File: src/sv/ple_pkg.sv
// ----------------------------------------------------------------------------
// Positional list engine package
// Shared types and constants for the positional list engine.
// ----------------------------------------------------------------------------
package ple_pkg;

  localparam int CAPACITY_DEFAULT = 32;
  localparam int VALUE_W          = 32;
  localparam int POS_W            = 6;
  localparam int LEN_W            = 6;
  localparam int OP_W             = 3;
  localparam int STATUS_W         = 2;

  typedef enum logic [OP_W-1:0] {
    OP_INS_FRONT = 3'd0,
    OP_INS_BACK  = 3'd1,
    OP_INS_POS   = 3'd2,
    OP_DEL_FRONT = 3'd3,
    OP_DEL_BACK  = 3'd4,
    OP_DEL_POS   = 3'd5,
    OP_DUMP      = 3'd6
  } op_t;

  typedef enum logic [STATUS_W-1:0] {
    ST_DONE  = 2'd0,
    ST_FULL  = 2'd1,
    ST_EMPTY = 2'd2
  } status_t;

  typedef enum logic [2:0] {
    S_IDLE,
    S_SHIFT,
    S_RESP,
    S_DUMP_RD,
    S_DUMP_LD
  } state_t;

endpackage

File: src/sv/ple_ram.sv
// ----------------------------------------------------------------------------
// Positional list engine RAM
// Generic single-write, single-read memory with a registered read port.
// ----------------------------------------------------------------------------
module ple_ram #(
  parameter int WIDTH = 32,
  parameter int DEPTH = 32
) (
  input  logic                     clk,
  input  logic                     wr_en,
  input  logic [$clog2(DEPTH)-1:0] wr_addr,
  input  logic [WIDTH-1:0]         wr_data,
  input  logic                     rd_en,
  input  logic [$clog2(DEPTH)-1:0] rd_addr,
  output logic [WIDTH-1:0]         rd_data
);

  logic [WIDTH-1:0] mem [DEPTH];

  always_ff @(posedge clk) begin
    if (wr_en) begin
      mem[wr_addr] <= wr_data;
    end
    if (rd_en) begin
      rd_data <= mem[rd_addr];
    end
  end

endmodule

File: src/sv/positional_list_engine.sv
// ----------------------------------------------------------------------------
// Positional list engine
// Bounded ordered list of signed values with positional insert, delete and
// dump, kept in a RAM and reordered by a shared move sequencer.
//
//   Channel  Signals                                   Direction
//   in       in_valid, in_ready, op, position, value   into the block
//   out      out_valid, out_ready, item, has_item,     out of the block
//            list_length, status, last
//
// An insert or delete moves the affected entries one per cycle through the
// RAM's read and write ports, then writes the new value (for an insert)
// and updates the count. A dump reads each entry through the registered
// RAM read port before loading it to the output; a dump of an empty list
// gives a single response with no item. A rejected operation or an unused
// op code gives a single response with no RAM access.
// Reset empties the list at once; the RAM contents are not cleared.
// A stalled output holds the sequencer until its transfer completes.
// ----------------------------------------------------------------------------
module positional_list_engine #(
  parameter int CAPACITY = ple_pkg::CAPACITY_DEFAULT
) (
  input  logic                                 clk,
  input  logic                                 rst,
  input  logic                                 in_valid,
  output logic                                 in_ready,
  input  logic [ple_pkg::OP_W-1:0]             op,
  input  logic [ple_pkg::POS_W-1:0]            position,
  input  logic signed [ple_pkg::VALUE_W-1:0]   value,
  output logic                                 out_valid,
  input  logic                                 out_ready,
  output logic signed [ple_pkg::VALUE_W-1:0]   item,
  output logic                                 has_item,
  output logic [ple_pkg::LEN_W-1:0]            list_length,
  output logic [ple_pkg::STATUS_W-1:0]         status,
  output logic                                 last
);

  import ple_pkg::*;

  localparam int AW = $clog2(CAPACITY);
  localparam int CW = $clog2(CAPACITY + 1);
  localparam int XW = (CW > POS_W) ? CW : POS_W;

  state_t              state, state_next;
  logic [CW-1:0]       count, count_next;
  logic [CW-1:0]       rem, rem_next;
  logic [AW-1:0]       raddr, raddr_next;
  logic [AW-1:0]       tgt, tgt_next;
  logic [AW-1:0]       waddr, waddr_next;
  logic [AW-1:0]       k, k_next;
  logic                ins_dir, ins_dir_next;
  logic                pend, pend_next;
  logic [VALUE_W-1:0]  held_value, held_value_next;
  status_t             resp_status, resp_status_next;

  logic                ram_wr_en, ram_rd_en;
  logic [AW-1:0]       ram_wr_addr, ram_rd_addr;
  logic [VALUE_W-1:0]  ram_wr_data, ram_rd_data;

  logic                out_free, out_load, dump_last;
  logic [VALUE_W-1:0]  item_next;
  logic                has_item_next, last_next;
  status_t             status_next;

  logic [POS_W-1:0]    pos_idx;
  logic [XW-1:0]       idx_x, cnt_x, ins_tgt_x, del_tgt_x;
  logic                ins_ok, del_ok;

  ple_ram #(
    .WIDTH (VALUE_W),
    .DEPTH (CAPACITY)
  ) u_ram (
    .clk     (clk),
    .wr_en   (ram_wr_en),
    .wr_addr (ram_wr_addr),
    .wr_data (ram_wr_data),
    .rd_en   (ram_rd_en),
    .rd_addr (ram_rd_addr),
    .rd_data (ram_rd_data)
  );

  assign pos_idx   = (position == '0) ? '0 : position - POS_W'(1);
  assign idx_x     = XW'(pos_idx);
  assign cnt_x     = XW'(count);
  assign ins_ok    = (count != CW'(CAPACITY));
  assign out_free  = !out_valid || out_ready;
  assign dump_last = ((CW'(k) + CW'(1)) == count);

  always_comb begin
    case (op)
      OP_INS_FRONT: ins_tgt_x = '0;
      OP_INS_BACK:  ins_tgt_x = cnt_x;
      default:      ins_tgt_x = (idx_x > cnt_x) ? cnt_x : idx_x;
    endcase
    case (op)
      OP_DEL_FRONT: del_tgt_x = '0;
      OP_DEL_BACK:  del_tgt_x = cnt_x - XW'(1);
      default:      del_tgt_x = idx_x;
    endcase
    del_ok = (count != '0) && (del_tgt_x < cnt_x);
  end

  // Next state and sequencer registers.
  always_comb begin
    state_next       = state;
    count_next       = count;
    rem_next         = rem;
    raddr_next       = raddr;
    tgt_next         = tgt;
    waddr_next       = waddr;
    k_next           = k;
    ins_dir_next     = ins_dir;
    pend_next        = 1'b0;
    held_value_next  = held_value;
    resp_status_next = resp_status;
    case (state)
      S_IDLE: begin
        if (in_valid) begin
          case (op) inside
            OP_INS_FRONT, OP_INS_BACK, OP_INS_POS: begin
              if (!ins_ok) begin
                resp_status_next = ST_FULL;
                state_next       = S_RESP;
              end else begin
                tgt_next        = AW'(ins_tgt_x);
                rem_next        = count - CW'(AW'(ins_tgt_x));
                raddr_next      = AW'(count - CW'(1));
                ins_dir_next    = 1'b1;
                held_value_next = value;
                state_next      = S_SHIFT;
              end
            end
            OP_DEL_FRONT, OP_DEL_BACK, OP_DEL_POS: begin
              if (!del_ok) begin
                resp_status_next = ST_EMPTY;
                state_next       = S_RESP;
              end else begin
                tgt_next     = AW'(del_tgt_x);
                rem_next     = count - CW'(AW'(del_tgt_x)) - CW'(1);
                raddr_next   = AW'(del_tgt_x) + AW'(1);
                ins_dir_next = 1'b0;
                state_next   = S_SHIFT;
              end
            end
            OP_DUMP: begin
              if (count == '0) begin
                resp_status_next = ST_DONE;
                state_next       = S_RESP;
              end else begin
                k_next     = '0;
                state_next = S_DUMP_RD;
              end
            end
            default: begin
              resp_status_next = ST_DONE;
              state_next       = S_RESP;
            end
          endcase
        end
      end
      S_SHIFT: begin
        if (rem != '0) begin
          rem_next   = rem - CW'(1);
          pend_next  = 1'b1;
          waddr_next = ins_dir ? raddr + AW'(1) : raddr - AW'(1);
          raddr_next = ins_dir ? raddr - AW'(1) : raddr + AW'(1);
        end else if (!pend) begin
          count_next       = ins_dir ? count + CW'(1) : count - CW'(1);
          resp_status_next = ST_DONE;
          state_next       = S_RESP;
        end
      end
      S_RESP: begin
        if (out_free) begin
          state_next = S_IDLE;
        end
      end
      S_DUMP_RD: begin
        state_next = S_DUMP_LD;
      end
      S_DUMP_LD: begin
        if (out_free) begin
          if (dump_last) begin
            state_next = S_IDLE;
          end else begin
            k_next     = k + AW'(1);
            state_next = S_DUMP_RD;
          end
        end
      end
      default: begin
        state_next = S_IDLE;
      end
    endcase
  end

  // Outputs of the sequencer: RAM controls and result loading.
  always_comb begin
    in_ready      = (state == S_IDLE);
    ram_rd_en     = 1'b0;
    ram_rd_addr   = raddr;
    ram_wr_en     = 1'b0;
    ram_wr_addr   = tgt;
    ram_wr_data   = held_value;
    out_load      = 1'b0;
    item_next     = '0;
    has_item_next = 1'b0;
    status_next   = resp_status;
    last_next     = 1'b1;
    case (state)
      S_SHIFT: begin
        ram_rd_en = (rem != '0);
        if (pend) begin
          ram_wr_en   = 1'b1;
          ram_wr_addr = waddr;
          ram_wr_data = ram_rd_data;
        end else if (rem == '0) begin
          ram_wr_en = ins_dir;
        end
      end
      S_RESP: begin
        out_load = out_free;
      end
      S_DUMP_RD: begin
        ram_rd_en   = 1'b1;
        ram_rd_addr = k;
      end
      S_DUMP_LD: begin
        out_load      = out_free;
        item_next     = ram_rd_data;
        has_item_next = 1'b1;
        status_next   = ST_DONE;
        last_next     = dump_last;
      end
      default: begin
        in_ready = (state == S_IDLE);
      end
    endcase
  end

  always_ff @(posedge clk) begin
    if (rst) begin
      state     <= S_IDLE;
      count     <= '0;
      pend      <= 1'b0;
      out_valid <= 1'b0;
    end else begin
      state <= state_next;
      count <= count_next;
      pend  <= pend_next;
      if (out_load) begin
        out_valid <= 1'b1;
      end else if (out_ready) begin
        out_valid <= 1'b0;
      end
    end
    rem         <= rem_next;
    raddr       <= raddr_next;
    tgt         <= tgt_next;
    waddr       <= waddr_next;
    k           <= k_next;
    ins_dir     <= ins_dir_next;
    held_value  <= held_value_next;
    resp_status <= resp_status_next;
    if (out_load) begin
      item        <= $signed(item_next);
      has_item    <= has_item_next;
      list_length <= LEN_W'(count);
      status      <= status_next;
      last        <= last_next;
    end
  end

  a_count_bound: assert property (@(posedge clk) disable iff (rst)
    count <= CW'(CAPACITY))
    else $error("list count exceeds capacity");

  a_idle_no_move: assert property (@(posedge clk) disable iff (rst)
    (state == S_IDLE) |-> !pend)
    else $error("entry move pending while idle");

  a_count_step: assert property (@(posedge clk) disable iff (rst)
    (!$past(rst) && (count != $past(count))) |->
      ((count == $past(count) + CW'(1)) || (count == $past(count) - CW'(1))))
    else $error("list count changed by more than one");

  a_dump_in_range: assert property (@(posedge clk) disable iff (rst)
    (state == S_DUMP_RD) |-> (CW'(k) < count))
    else $error("dump read beyond list end");

endmodule
File: config.mk
export PLATFORM = sky130hd
export DESIGN_NAME = positional_list_engine
export DESIGN_NICKNAME = d
export VERILOG_FILES = /design/src/sv/ple_pkg.sv /design/src/sv/ple_ram.sv /design/src/sv/positional_list_engine.sv
export SDC_FILE = /design/constraint.sdc
export NUM_CORES = 2
export LEC_CHECK = 0
export BUFFER_PORTS_ARGS = -buffer_cell sky130_fd_sc_hd__buf_2
export CAP_MARGIN = 40
export CORE_UTILIZATION = 56
export DETAILED_ROUTE_END_ITERATION = 8
export GPL_TIMING_DRIVEN = 0
export PLACE_DENSITY = 0.75
export SYNTH_ARGS = -nofsm -noshare
export SYNTH_HDL_FRONTEND = slang
export SYNTH_SLANG_ARGS = --single-unit
export TNS_END_PERCENT = 10
File: constraint.sdc
create_clock -name clk -period 3.95 [get_ports clk]
set_input_delay 0.395 -clock clk [delete_from_list [all_inputs] [get_ports clk]]
set_output_delay 0.395 -clock clk [all_outputs]
set_load 0.005 [all_outputs]
==> summary.txt <==
Cells and area
  • Commonest non-fill, non-tap cell in the layout: edfxtp_1
  • Cell Count, Final, Fillers Out: 3,866
  • Layout cells sized above 1: 0.275
  • ANT cells: 0
  • FILL cells: 4,947
  • Most frequent cells in the layout: edfxtp_1 (1,159), mux4_2 (256), nand2_1 (217)
  • Area growth syn-to-layout: 17.8%
  • Nets: 2,781

Synth
  • Top_reg_cell synth: edfxtp_1
  • Post-synthesis sequential area ratio: 0.749
  • Mapped Area: 46,700 um^2
  • Syn. warnings: 0
  • #FFs+latches synth: 1,170
  • Library cells used by synthesis: 69
  • Ys async rst share: 0
  • Number of flops mapped to enable cells by yosys: 1,159
  • Syn Nets: 2,431
  • Cells after Synth: 2,356
  • Syn Area/Cell: 19.8 um^2

Route
  • Via count: 25,348
  • WL/cell: 30.2 um
  • Number of vias per cell: 6.56
  • Final WL: 117,000 um
  • DRT antenna net count: 0
  • Drt pass-1 iters: 6
  • DR iter-0 viols: 3,076
  • DRC viols: 0

Timing
  • Slew Viols, Final: 0
  • Tcrit/Tclk final: 1.04
  • Worst Tran Pin Value: 0.920 ns
  • Fin crit period: 4.09 ns
  • Final WS setup: -0.140 ns
  • Final hold vios: 0
  • FMAX: 0.245 GHz
  • Worst Skew: 0.0373 ns
  • RSZ-0062 raised after global routing: yes
  • Worst slew margin: 0.387
  • Final setup viols: 92
  • Setup TNS: -5.95 ns

Placement
  • Port bufs: 86
  • Final RePlAce weighted congestion: 0.903
  • HPWL Detailed: 74,900 um
  • Inst Count DP: 3,590

Outcome
  • Status: finished, violations left
  • Violated checks: negative setup slack

Worst hold path
  • Hold_sp: out_ready
  • Hold worst-path end: out_valid
  • Worst hold path type: in -> reg
  • Hold path depth: 3

Global route
  • Initial antenna violation count: 3
  • GRT Util Overall: 0.277
  • Global-route wire length before repair: 169,000 um
  • GRT Residual Overflow: 0
  • Vias in the first global route: 25,517
  • Largest net degree at the start of global routing: 33

Worst setup path
  • R2r setup slk: -0.14 ns
  • Worst-path fanout max: 17
  • Crit Path Class: reg -> reg
  • R2R Path End: u_ram.mem[27][13]
  • CP startpoint kind: register
  • Worst Reg-to-Reg Cells: 10
  • Critical path endpoint category: register
  • Reg-to-Reg Start: state[1]
  • Critical Path AT: 4.46 ns
  • Required @ worst endpoint: 4.32 ns

Die
  • Initial core utilization: 0.567
  • Boundary Pins: 89
  • Die width: 291 um
  • Num rows: 105
  • Die area: 84,600 um^2
  • Die Y: 291 um
  • Core footprint: 82,400 um^2

CTS
  • H-tree levels: 3
  • CTS Buffer Depth: 3
  • # clock sinks: 1,170
  • Worst-Skew Late Latency: 0.70 ns
  • CTS Buf Count: 110
  • Clk root buf: clkbuf_16
  • Reg clk slew, reported paths: 0.07 ns
  • CTS tree: built

Power and ir drop
  • Worst VDD drop: 381 uV
  • Pwr Density: 478 nW/um^2
  • Pleak: 0.0182 uW
  • Power, Total: 26,300 uW

Flow run
  • Max-cap violation count: 0
-- area by class of cell --
class / count / area, um^2 / share of cell area
sequential: 1170 / 35000 / 0.637
timing repair buffer: 239 / 2890 / 0.0525
clock buffer: 133 / 2840 / 0.0516
clock inverter: 69 / 727 / 0.0132
tap: 1070 / 1340 / 0.0243
inverter: 27 / 109 / 0.00198
buffer: 123 / 657 / 0.0119
multi-input combinational: 1035 / 11400 / 0.208
-- through the flow --
stage                     hold WS, ns  cell area, um^2   util  setup slack [ns]
after global placement          0.424            48600  0.590             -2.70
after CTS                      0.0439            54600  0.663           -0.0719
after floorplan                 0.406            46800      -            -0.169
final                          0.0869            55000  0.668            -0.140
after detailed placement        0.436            50500  0.613            -0.886
after global routing           0.0889            55000  0.668            -0.173
-- metal layers --
metal / track usage / part of all wire / wire length, um / vias up
met2: 0.454 / 0.49 / 57100 / 1716
met5: 0 / 0.00039 / 46 / -
met4: 0.101 / 0.037 / 4280 / 6
met3: 0.0550 / 0.10 / 11800 / 299
met1: 0.372 / 0.37 / 43400 / 12989
li1: - / - / - / 10338
-- cells by family after synthesis --
| kind of cell | count (synthesis) | share of synthesized area |
|---|---|---|
| flops | 1170 | 0.749 |
| buf+inv | 151 | 0.0161 |
| fa+ha+maj | 31 | 0.00857 |
| mux | 367 | 0.147 |
| compound gates | 182 | 0.0308 |
| simple gates | 417 | 0.0405 |
| xor+xnor | 38 | 0.00712 |
-- cell usage after synthesis (27+ instances only) --
cell      instances  area share
mux2i_1         108       0.023
a32o_1           32      0.0069
buf_2            33      0.0035
a21oi_1          27      0.0029
mux4_2          256        0.12
o21ai_0          27      0.0029
nor2_1           78      0.0063
clkbuf_1         57      0.0046
edfxtp_1       1159        0.74
ha_1             28      0.0075
and3_1           38      0.0051
nand2_1         222       0.018
-- registers in the layout, indices dropped and copies added (netlist names) --
signal	count
cnt_x	6
has_item	1
held_value	32
ins_dir	1
item	32
k	5
last	1
list_length	6
out_valid	1
pend	1
raddr	5
rem	6
resp_status	2
state	3
status	2
tgt	5
u_ram.mem	1024
u_ram.rd_data	32
waddr	5
-- report_power, final --
part           switching (uW)  internal [uW]
Clock                    4540           5970
Combinational            1190            840
Sequential               38.5          13700
-- worst max-delay path by stage --
| stage | startpoint | end |
|---|---|---|
| CTS | rem[0] | u_ram.mem[24][13] |
| floorplan | position[0] | rem[4] |
| global placement | cnt_x[1] | held_value[18] |
| finish | state[1] | u_ram.mem[27][13] |
| detailed placement | position[0] | rem[5] |
| global route | state[1] | u_ram.mem[27][13] |
-- critical path, stage by stage (launching register included) --
cell and delay [ns]:
dfxtp_1 0.31, clkbuf_1 0.33, inv_1 0.24, and2_1 0.19, clkbuf_1 0.22, nand2_1 0.24, nand2_1 0.09, o21ai_0 0.32
nand2_1 0.62, nor2_4 0.90, buf_12 0.27
-- repair_timing --
item / CTS / global route
setup endpoints to repair: 529 / 341
gates resized for setup: 18 / 25
endpoints found under the hold margin: 33 / 0
buffers inserted: 12 / 21
hold buffers: 33 / 0
pin swaps: 7 / 26
Note: power is estimated with default switching activity, not from simulation.
